`src/design/sstk_pkg.sv`:
```
package sstk_pkg;

    localparam int CAPACITY_DEF = 64;

    localparam int SCORE_W = 32;
    localparam int DOC_W   = 24;
    localparam int WANT_W  = 7;
    localparam int RANK_W  = 6;
    localparam int CNT_W   = 7;
    localparam int ENTRY_W = SCORE_W + DOC_W;

    localparam logic MODE_INSERT = 1'b0;
    localparam logic MODE_READ   = 1'b1;

    localparam logic KIND_ACK  = 1'b0;
    localparam logic KIND_READ = 1'b1;

    localparam logic [1:0] ST_STORED  = 2'd0;
    localparam logic [1:0] ST_EVICTED = 2'd1;
    localparam logic [1:0] ST_DROPPED = 2'd2;

    typedef struct packed {
        logic                      mode;
        logic signed [SCORE_W-1:0] score;
        logic [DOC_W-1:0]          doc_id;
        logic [WANT_W-1:0]         want_count;
    } t_in_item;

    typedef struct packed {
        logic                      kind;
        logic [1:0]                status;
        logic [DOC_W-1:0]          out_doc;
        logic signed [SCORE_W-1:0] out_score;
        logic [RANK_W-1:0]         rank;
        logic                      last;
        logic [CNT_W-1:0]          stored_count;
    } t_out_item;

    typedef struct packed {
        logic signed [SCORE_W-1:0] score;
        logic [DOC_W-1:0]          doc_id;
    } t_entry;

endpackage

```
`src/design/sstk_ram.sv`:
```
module sstk_ram #(
    parameter int WIDTH = 8,
    parameter int DEPTH = 16
) (
    input  logic                     i_clk,
    input  logic                     i_wr_en,
    input  logic [$clog2(DEPTH)-1:0] i_wr_addr,
    input  logic [WIDTH-1:0]         i_wr_data,
    input  logic                     i_rd_en,
    input  logic [$clog2(DEPTH)-1:0] i_rd_addr,
    output logic [WIDTH-1:0]         o_rd_data
);

    logic [WIDTH-1:0] r_mem [DEPTH];

    always_ff @(posedge i_clk) begin
        if (i_wr_en) begin
            r_mem[i_wr_addr] <= i_wr_data;
        end
        if (i_rd_en) begin
            o_rd_data <= r_mem[i_rd_addr];
        end
    end

endmodule

```
`src/design/sorted_score_topk_table_top.sv`:
```
// Channel  | Direction | Handshake                 | Payload
// ---------+-----------+---------------------------+-----------------------------
// in       | input     | i_in_valid / o_in_ready   | i_in_item  (t_in_item)
// out      | output    | o_out_valid / i_out_ready | o_out_item (t_out_item)
//
// Insert: a full table first checks the new score against its lowest entry and drops
// it if below; otherwise entries shift down bottom up to open the new slot, and an
// empty table is written straight. A read of n entries returns one entry per result.
// The next item is taken the cycle after the last result loads. Reset (synchronous,
// active low) empties the table; the RAM is not cleared, only slots below the count
// are read. Output stalls freeze the result register and the read or acknowledgement.
module sorted_score_topk_table_top #(
    parameter int CAPACITY = sstk_pkg::CAPACITY_DEF
) (
    input  logic                i_clk,
    input  logic                i_rst_n,
    input  logic                i_in_valid,
    output logic                o_in_ready,
    input  sstk_pkg::t_in_item  i_in_item,
    output logic                o_out_valid,
    input  logic                i_out_ready,
    output sstk_pkg::t_out_item o_out_item
);

    localparam int AW = $clog2(CAPACITY);
    localparam int CW = $clog2(CAPACITY + 1);

    // sequencer states
    localparam logic [2:0] S_IDLE = 3'd0;
    localparam logic [2:0] S_CHK  = 3'd1;  // full table: compare against lowest
    localparam logic [2:0] S_WALK = 3'd2;  // shift entries down, bottom up
    localparam logic [2:0] S_PUT  = 3'd3;  // new entry goes to the top slot
    localparam logic [2:0] S_ACK  = 3'd4;  // hand out the insert acknowledgement
    localparam logic [2:0] S_RD   = 3'd5;  // stream entries out

    logic [2:0]                         r_state, n_state;
    logic [CW-1:0]                      r_count, n_count;
    logic [CW-1:0]                      r_n, n_n;
    logic [AW-1:0]                      r_idx, n_idx;
    logic [1:0]                         r_status, n_status;
    logic signed [sstk_pkg::SCORE_W-1:0] r_score, n_score;
    logic [sstk_pkg::DOC_W-1:0]         r_id, n_id;
    logic                               r_out_valid, n_out_valid;
    sstk_pkg::t_out_item                r_out, n_out;

    logic                               ram_wr_en;
    logic [AW-1:0]                      ram_wr_addr;
    sstk_pkg::t_entry                   ram_wr_data;
    logic                               ram_rd_en;
    logic [AW-1:0]                      ram_rd_addr;
    logic [sstk_pkg::ENTRY_W-1:0]       ram_rd_raw;
    sstk_pkg::t_entry                   rd_entry;

    logic                               in_fire;
    logic                               out_free;
    logic [sstk_pkg::CNT_W-1:0]         cnt_ext;
    logic [sstk_pkg::CNT_W-1:0]         take_n;
    logic                               rd_last;

    sstk_ram #(
        .WIDTH (sstk_pkg::ENTRY_W),
        .DEPTH (CAPACITY)
    ) u_ram (
        .i_clk     (i_clk),
        .i_wr_en   (ram_wr_en),
        .i_wr_addr (ram_wr_addr),
        .i_wr_data (ram_wr_data),
        .i_rd_en   (ram_rd_en),
        .i_rd_addr (ram_rd_addr),
        .o_rd_data (ram_rd_raw)
    );

    assign rd_entry    = sstk_pkg::t_entry'(ram_rd_raw);
    assign o_in_ready  = (r_state == S_IDLE);
    assign in_fire     = i_in_valid && o_in_ready;
    assign out_free    = !r_out_valid || i_out_ready;
    assign o_out_valid = r_out_valid;
    assign o_out_item  = r_out;

    // read length saturates at the current count
    assign cnt_ext = sstk_pkg::CNT_W'(r_count);
    assign take_n  = (i_in_item.want_count < cnt_ext) ? i_in_item.want_count : cnt_ext;
    assign rd_last = ((CW'(r_idx) + CW'(1)) == r_n);

    always_comb begin
        n_state     = r_state;
        n_count     = r_count;
        n_n         = r_n;
        n_idx       = r_idx;
        n_status    = r_status;
        n_score     = r_score;
        n_id        = r_id;
        n_out_valid = r_out_valid && !i_out_ready;
        n_out       = r_out;

        ram_wr_en          = 1'b0;
        ram_wr_addr        = '0;
        ram_wr_data.score  = r_score;
        ram_wr_data.doc_id = r_id;
        ram_rd_en          = 1'b0;
        ram_rd_addr        = r_idx;

        unique case (r_state)
            S_IDLE: begin
                if (in_fire) begin
                    if (i_in_item.mode == sstk_pkg::MODE_INSERT) begin
                        n_score  = i_in_item.score;
                        n_id     = i_in_item.doc_id;
                        n_status = sstk_pkg::ST_STORED;
                        if (r_count == '0) begin
                            // empty table: straight into the top slot
                            ram_wr_en          = 1'b1;
                            ram_wr_addr        = '0;
                            ram_wr_data.score  = i_in_item.score;
                            ram_wr_data.doc_id = i_in_item.doc_id;
                            n_count            = r_count + CW'(1);
                            n_state            = S_ACK;
                        end else if (r_count == CW'(CAPACITY)) begin
                            ram_rd_en   = 1'b1;
                            ram_rd_addr = AW'(CAPACITY - 1);
                            n_state     = S_CHK;
                        end else begin
                            ram_rd_en   = 1'b1;
                            ram_rd_addr = AW'(r_count - CW'(1));
                            n_idx       = AW'(r_count - CW'(1));
                            n_state     = S_WALK;
                        end
                    end else if (take_n != '0) begin
                        n_n         = CW'(take_n);
                        n_idx       = '0;
                        ram_rd_en   = 1'b1;
                        ram_rd_addr = '0;
                        n_state     = S_RD;
                    end
                end
            end

            S_CHK: begin
                if (r_score < rd_entry.score) begin
                    n_status = sstk_pkg::ST_DROPPED;
                    n_state  = S_ACK;
                end else begin
                    // lowest slot gets overwritten by the walk
                    n_status    = sstk_pkg::ST_EVICTED;
                    ram_rd_en   = 1'b1;
                    ram_rd_addr = AW'(CAPACITY - 2);
                    n_idx       = AW'(CAPACITY - 2);
                    n_state     = S_WALK;
                end
            end

            S_WALK: begin
                ram_wr_en   = 1'b1;
                ram_wr_addr = r_idx + AW'(1);
                if (rd_entry.score > r_score) begin
                    n_count = (r_status == sstk_pkg::ST_EVICTED) ? r_count
                                                                  : r_count + CW'(1);
                    n_state = S_ACK;
                end else begin
                    ram_wr_data = rd_entry;
                    if (r_idx == '0) begin
                        n_state = S_PUT;
                    end else begin
                        ram_rd_en   = 1'b1;
                        ram_rd_addr = r_idx - AW'(1);
                        n_idx       = r_idx - AW'(1);
                    end
                end
            end

            S_PUT: begin
                ram_wr_en   = 1'b1;
                ram_wr_addr = '0;
                n_count     = (r_status == sstk_pkg::ST_EVICTED) ? r_count
                                                                  : r_count + CW'(1);
                n_state     = S_ACK;
            end

            S_ACK: begin
                if (out_free) begin
                    n_out_valid        = 1'b1;
                    n_out.kind         = sstk_pkg::KIND_ACK;
                    n_out.status       = r_status;
                    n_out.out_doc      = '0;
                    n_out.out_score    = '0;
                    n_out.rank         = '0;
                    n_out.last         = 1'b1;
                    n_out.stored_count = sstk_pkg::CNT_W'(r_count);
                    n_state            = S_IDLE;
                end
            end

            S_RD: begin
                // RAM output holds entry r_idx while the output side stalls
                if (out_free) begin
                    n_out_valid        = 1'b1;
                    n_out.kind         = sstk_pkg::KIND_READ;
                    n_out.status       = sstk_pkg::ST_STORED;
                    n_out.out_doc      = rd_entry.doc_id;
                    n_out.out_score    = rd_entry.score;
                    n_out.rank         = sstk_pkg::RANK_W'(r_idx);
                    n_out.last         = rd_last;
                    n_out.stored_count = sstk_pkg::CNT_W'(r_count);
                    if (rd_last) begin
                        n_state = S_IDLE;
                    end else begin
                        ram_rd_en   = 1'b1;
                        ram_rd_addr = r_idx + AW'(1);
                        n_idx       = r_idx + AW'(1);
                    end
                end
            end

            default: begin
                n_state = S_IDLE;
            end
        endcase
    end

    always_ff @(posedge i_clk) begin
        if (!i_rst_n) begin
            r_state     <= S_IDLE;
            r_count     <= '0;
            r_out_valid <= 1'b0;
        end else begin
            r_state     <= n_state;
            r_count     <= n_count;
            r_out_valid <= n_out_valid;
        end
    end

    always_ff @(posedge i_clk) begin
        r_n      <= n_n;
        r_idx    <= n_idx;
        r_status <= n_status;
        r_score  <= n_score;
        r_id     <= n_id;
        r_out    <= n_out;
    end

endmodule

```
`config.mk`:
```
export PLATFORM = sky130hd
export DESIGN_NAME = sorted_score_topk_table_top
export DESIGN_NICKNAME = d
export VERILOG_FILES = /design/src/design/sstk_pkg.sv /design/src/design/sstk_ram.sv /design/src/design/sorted_score_topk_table_top.sv
export SDC_FILE = /design/constraint.sdc
export NUM_CORES = 2
export LEC_CHECK = 0
export ABC_CLOCK_PERIOD_IN_PS = 19400
export BUFFER_PORTS_ARGS = -buffer_cell sky130_fd_sc_hd__buf_2
export CAP_MARGIN = 25
export CORE_ASPECT_RATIO = 2
export CORE_MARGIN = 4
export CORE_UTILIZATION = 42
export CTS_CLUSTER_DIAMETER = 50
export DETAILED_ROUTE_END_ITERATION = 10
export PLACE_DENSITY = 0.66
export SLEW_MARGIN = 20
export SYNTH_ARGS = -nofsm -noshare
export SYNTH_HDL_FRONTEND = slang
export SYNTH_SLANG_ARGS = --single-unit
```
`constraint.sdc`:
```
create_clock -name i_clk -period 19.4 [get_ports i_clk]
set_input_delay 3.88 -clock i_clk [delete_from_list [all_inputs] [get_ports i_clk]]
set_output_delay 3.88 -clock i_clk [all_outputs]
set_load 0.05 [all_outputs]
```
## Word level (Yosys, flattened, before mapping)

Memory sizes are Yosys's and may differ from the RTL's. A register that Yosys moved wholly into a read port is not among the register bits.
Index checks and enable logic that the tools add are counted.

| word-level totals | value |
|---|---|
| bits of input ports | 68 |
| bits in latches | 0 |
| memory bits (read-only) | 0 |
| memories | 1 |
| register bits after elaboration | 155 |
| RAM bits | 3584 |

| cells by class | value |
|---|---|
| multiply operators | 0 |
| mux-type cells | 66 |
| $lt $le $gt $ge | 3 |
| reductions and logical operators | 22 |
| bitwise operators | 1 |
| eq/ne operators | 19 |
| divide/modulo/power cells | 0 |
| shift operators | 0 |
| add/sub/neg operators | 5 |

Memories:

| memory | depth | width | rd ports | clocked after Yosys merged registers in | wr ports | RTL line | RTL |
|---|---|---|---|---|---|---|---|
| u_ram.r_mem | 64 | 56 | 1 | 1 | 1 | sstk_ram.sv:14 | `logic [WIDTH-1:0] r_mem [DEPTH];` |

Operators with widths:

| cell | number |
|---|---|
| 56-bit two-way mux | 4 |
| 73-bit two-way mux | 2 |
| 73-bit one-hot mux with 2 select lines | 1 |
| 56-bit one-hot mux with 2 select lines | 1 |
| 6-bit two-way mux | 15 |
| 6-bit one-hot mux with 4 select lines | 2 |
| 7-bit two-way mux | 6 |
| 32-bit greater-than comparator | 1 |
| 32-bit < comparator | 1 |
| 3-bit two-way mux | 10 |
| 7-bit one-hot mux with 3 select lines | 1 |
| 3-bit one-hot mux with 6 select lines | 1 |
| 1-bit two-way mux | 16 |
| 6-bit by 1-bit subtractor with 6-bit output (second input constant) | 2 |
| 2-bit inequality test (second input constant) | 5 |
| 3-bit inequality test (second input constant) | 3 |
| 3-bit AND reduction | 3 |
| 2-bit two-way mux | 4 |
| 4-bit AND reduction | 2 |
| 6-bit by 1-bit adder with 7-bit output (second input constant) | 1 |
| 7-bit by 1-bit adder with 7-bit output (second input constant) | 1 |
| 7-bit equality test | 1 |
| 7-bit equality test (second input constant) | 1 |
| 7-bit zero test | 1 |
| other kinds (24) | 31 |

## Logic depth before layout (Yosys ltp)

| logic depth | value |
|---|---|
| word-level depth | 7 |
| depth in mapped cells | 23 |

## Hierarchy

Synthesis repeated with hierarchy kept, for this count alone.

| second synthesis, totals | value |
|---|---|
| cell total of the unflattened synthesis | 6776 |
| area total of the unflattened synthesis | 146127.6 µm² |

By module, submodules not included:

| module | instances | cells an instance | area each (µm²) |
|---|---|---|---|
| sstk_ram | 1 | 5948 | 137540.7 |
| sorted_score_topk_table_top | 1 | 828 | 8587.0 |

## Worst setup path before layout

Ideal clock, no wire load.

| timing path | value |
|---|---|
| kind | input to register |
| from | in i_in_item[6] in the netlist's numbering |
| to | reg u_ram.o_rd_data[0] (read register of u_ram.r_mem) (enable) |
| buffers on the path | 0 |
| setup time | 0.663 ns |
| required time | 18.737 ns |
| arrival time | 11.495 ns |
| slack | 7.242 ns |
| stages on the path | 7 |
| cell sequence | ha_1 nand2_1 o21a_1 o21a_1 o211ai_1 inv_1 o311ai_0 |

| between the ends | value |
|---|---|
| word-level cells in the longest chain between the ends | 7 |
| elaborated cells on any way between the ends | 11 |

Ends and longest elaborated chain:

| element | RTL line | RTL |
|---|---|---|
| from (decl) | sorted_score_topk_table_top.sv:19 | `input sstk_pkg::t_in_item i_in_item,` |
| 7-bit < comparator | sorted_score_topk_table_top.sv:82 | `assign take_n = (i_in_item.want_count < cnt_ext) ? i_in_item.want_count : cnt_ext;` |
| 7-bit two-way mux (*) | sorted_score_topk_table_top.sv:82 |  |
| 7-bit nonzero test (*) | sorted_score_topk_table_top.sv:128 | `end else if (take_n != '0) begin` |
| 1-bit two-way mux (*) | sorted_score_topk_table_top.sv:128 |  |
| 1-bit two-way mux (*) | sorted_score_topk_table_top.sv:106 | `if (i_in_item.mode == sstk_pkg::MODE_INSERT) begin` |
| 1-bit two-way mux (*) | sorted_score_topk_table_top.sv:105 | `if (in_fire) begin` |
| 1-bit one-hot mux with 4 select lines (*) | sorted_score_topk_table_top.sv:103 | `unique case (r_state)` |
| named net ram_rd_en | sorted_score_topk_table_top.sv:49 | `logic ram_rd_en;` |
| to (decl) | sstk_ram.sv:11 | `output logic [WIDTH-1:0] o_rd_data` |

Mark *: on every way through the listed nets, which the timed path passes. The rest lies on a longest branch.
A chain may end at the register's enable or synchronous reset.

## Worst setup path after layout

| timing path | value |
|---|---|
| from | in i_in_item[6] in the netlist's numbering |
| to | reg u_ram.o_rd_data[40] (read register of u_ram.r_mem), data pin |

| between the ends | value |
|---|---|
| word-level cells in the longest chain between the ends | 7 |
| elaborated cells on any way between the ends | 11 |

Ends and longest elaborated chain:

| element | RTL line |
|---|---|
| 7-bit < comparator | sorted_score_topk_table_top.sv:82 |
| 7-bit two-way mux (*) | sorted_score_topk_table_top.sv:82 |
| 7-bit nonzero test (*) | sorted_score_topk_table_top.sv:128 |
| 6-bit two-way mux / 1-bit two-way mux (equally long branches) | - |
| 6-bit two-way mux / 1-bit two-way mux (equally long branches) | sorted_score_topk_table_top.sv:106 |
| 6-bit two-way mux / 1-bit two-way mux (equally long branches) | sorted_score_topk_table_top.sv:105 |
| 6-bit one-hot mux with 4 select lines / 1-bit one-hot mux with 4 select lines (equally long branches) | sorted_score_topk_table_top.sv:103 |

Every way passes the cells marked *; elsewhere a longest branch is shown, timed or not.

==> results.toml <==
[status]
status = "completed"

[clock_tree]
cts_hold_buf = 0
cts_buffer_depth = 4
cts_buffers = 297
clkSinkCount = 3795
clk_latency_ns = 0.91
cts-root-buf = "clkbuf_16"
cts_tree = "done"
clk_pin_slew_ns = 0.07
post_cts_buffers = 0
cts_resized = 0
cts_max_level = 5

[critical_path]
cp_data_arrival_time_ns = 10.72
crit_required_ns = 20.16
cp_max_fo = 54
end_kind = "flop"
start_kind = "primary input"
criticalPathCategory = "in2reg"

[timing]
period_minus_slack_ns = 9.96
slew_headroom_pct = 5.94
drv_slew = 0
tns_ns = 0
whs_ns = 0.612
fmax_mhz = 100
hold_viol_final = 0
layout_worst_path_cycle_share_pct = 51.3
skew_ns = 0.0607
setup_viol = 0
rsz0062_at_grt = "no"
setup_slack_ns = 9.44
worst_slew_pin_slew_ns = 1.41

[finish]
drive_gt1_share_pct = 15.1
final_cell_count_no_fill = 14321
syn_to_final_growth_pct = 11.3
final_common_cell = "edfxtp_1"
fill_cells = 29529
layout_common_cells = "edfxtp_1 (3,784), nand2_1 (1,742), nand3_1 (769)"
final-seq-area_sq_um = 114000
multiInputGateArea_sq_um = 33200
fin_nets = 9526

[floorplanning]
dieArea_sq_um = 365000
start_util_pct = 42.1
ios = 143
die_x_um = 429
die_y_um = 851
std_cell_rows = 309
coreArea_sq_um = 354000

[yosys]
synth_seq_cells = 3795
synth_area_per_cell_sq_um = 16.2
yosys_warnings = 0
ys_types = 98
async_reset_ff_share_pct = 0
synth_edf_count = 3784
syn_area_sq_um = 149000
ys.flop_type = "edfxtp_1"
synth_cells = 9177
synth_nets = 9288
ys_seq_area_share_pct = 76.4

[global_routing]
grt-ovfl-total = 0
grt_pass1_wl_um = 702000
grt_max_degree = 154
antenna_found_initial = 23
grtUsageTotal_pct = 27.4
grt_pass1_vias = 88862

[power_and_ir_drop]
p_leak_uw = 0.0542
p_per_area_nw_per_um2 = 186
ir_drop_mv = 0.311

[routing]
drt_iter0_markers = 13371
wl_um = 515000
dr.pass1.iters = 8
wire_per_inst_um = 36.0
drc = 0
vias = 91940
ant_nets = 0
vias_per_cell = 6.42

[place]
place_ws_ns = 8.59
gp_congestion = 0.906
dpl.cell_count = 13775
portBuffers = 142
dp_hpwl_um = 300000

[run]
drv_cap = 0

[min_path]
hold_path.class = "reg2reg"
-- flip-flops by register name, indices dropped and copies added (netlist names), 2 cells and up --
register and count:
r_status 2, r_n 7, r_id 24, r_idx 6
r_state 3, u_ram.r_mem 3584, u_ram.o_rd_data 56, cnt_ext 7
r_score 32, o_out_item 73
-- path summary, 6_finish.rpt --
kind	startpoint	to	slack, ns	cells past startpoint
worst max-delay path	i_in_item[6]	u_ram.o_rd_data[40]	9.44	16
worst min-delay path	cnt_ext[3]	o_out_item[3]	0.61	0
worst max register to register	u_ram.o_rd_data[38]	u_ram.o_rd_data[35]	10.80	16
worst min register to register	cnt_ext[3]	o_out_item[3]	0.61	0
-- cell families after synthesis --
kind of cell	Yosys count	share of synthesized area (%)
buf+inv	627	2.06
xor+xnor	22	0.129
simple gates	3064	9.03
mux	680	7.79
fa+ha+maj	43	0.361
flops	3795	76.4
compound gates	946	4.27
-- power by group --
part | internal, uW | total, uW | switching (uW)
sequential | 10500 | 10800 | 349
combinational | 4110 | 14000 | 9910
clock | 3200 | 6090 | 2880
-- critical path, stage by stage --
cell and delay, ns:
buf_2 0.12, ha_1 0.33, nand2_1 0.08, o21a_1 0.21, o21a_1 0.27, o211ai_1 0.60, o221ai_1 0.24, a311oi_1 0.42
a22o_4 0.80, buf_4 0.71, buf_4 0.58, buf_4 0.77, mux4_2 0.37, o22ai_1 0.11, a2111oi_0 0.78, and3_1 0.26
-- cell type report --
| class | count | share of cell area, % |
|---|---|---|
| diodes | 14 | 0.0211 |
| clock buffers | 366 | 4.80 |
| clock inverters | 160 | 0.803 |
| inverters | 90 | 0.203 |
| multi-input cells | 4755 | 20.0 |
| flip-flops and latches | 3795 | 68.6 |
| well taps | 4665 | 3.52 |
| repair buffers | 476 | 2.10 |
-- per-layer routing --
metal  track usage (%)  part of all wire, %
met2              46.0                   49
met1              29.9                   30
met3              5.38                   11
met5                 0                0.014
met4              23.1                   10
-- metrics by stage --
step                      utilization [%]  total power (uW)  instance area [sq um]
after global placement               44.2             24400                 156000
after detailed placement             44.3             24700                 157000
after global routing                 46.9             31700                 166000
final                                46.9             30900                 166000
after floorplan                         -             19400                 149000
after CTS                            46.9             30600                 166000
-- cell usage after synthesis, types with 15 or more instances --
cell	instances	area, sq um
ha_1	43	538
o22ai_1	145	907
a311oi_1	15	131
nor4_1	47	294
and3_1	95	594
mux4_2	383	8630
a21oi_1	316	1580
o2111ai_1	19	166
a221oi_1	21	184
a211oi_1	22	165
buf_2	263	1320
a31oi_1	85	532
nor2_1	188	706
o21ai_0	60	300
clkbuf_1	154	578
inv_1	89	334
a32oi_1	59	517
nor3_1	53	265
buf_6	21	236
buf_1	37	139
o211ai_1	21	158
buf_4	60	450
xnor2_1	17	149
and4_1	19	166
a22oi_1	28	210
a222oi_1	37	370
mux2i_1	289	2890
edfxtp_1	3784	114000
nand4_1	50	313
nand2_1	1750	6570
nand3_1	775	3880
Note: power is estimated with default switching activity, not from simulation.
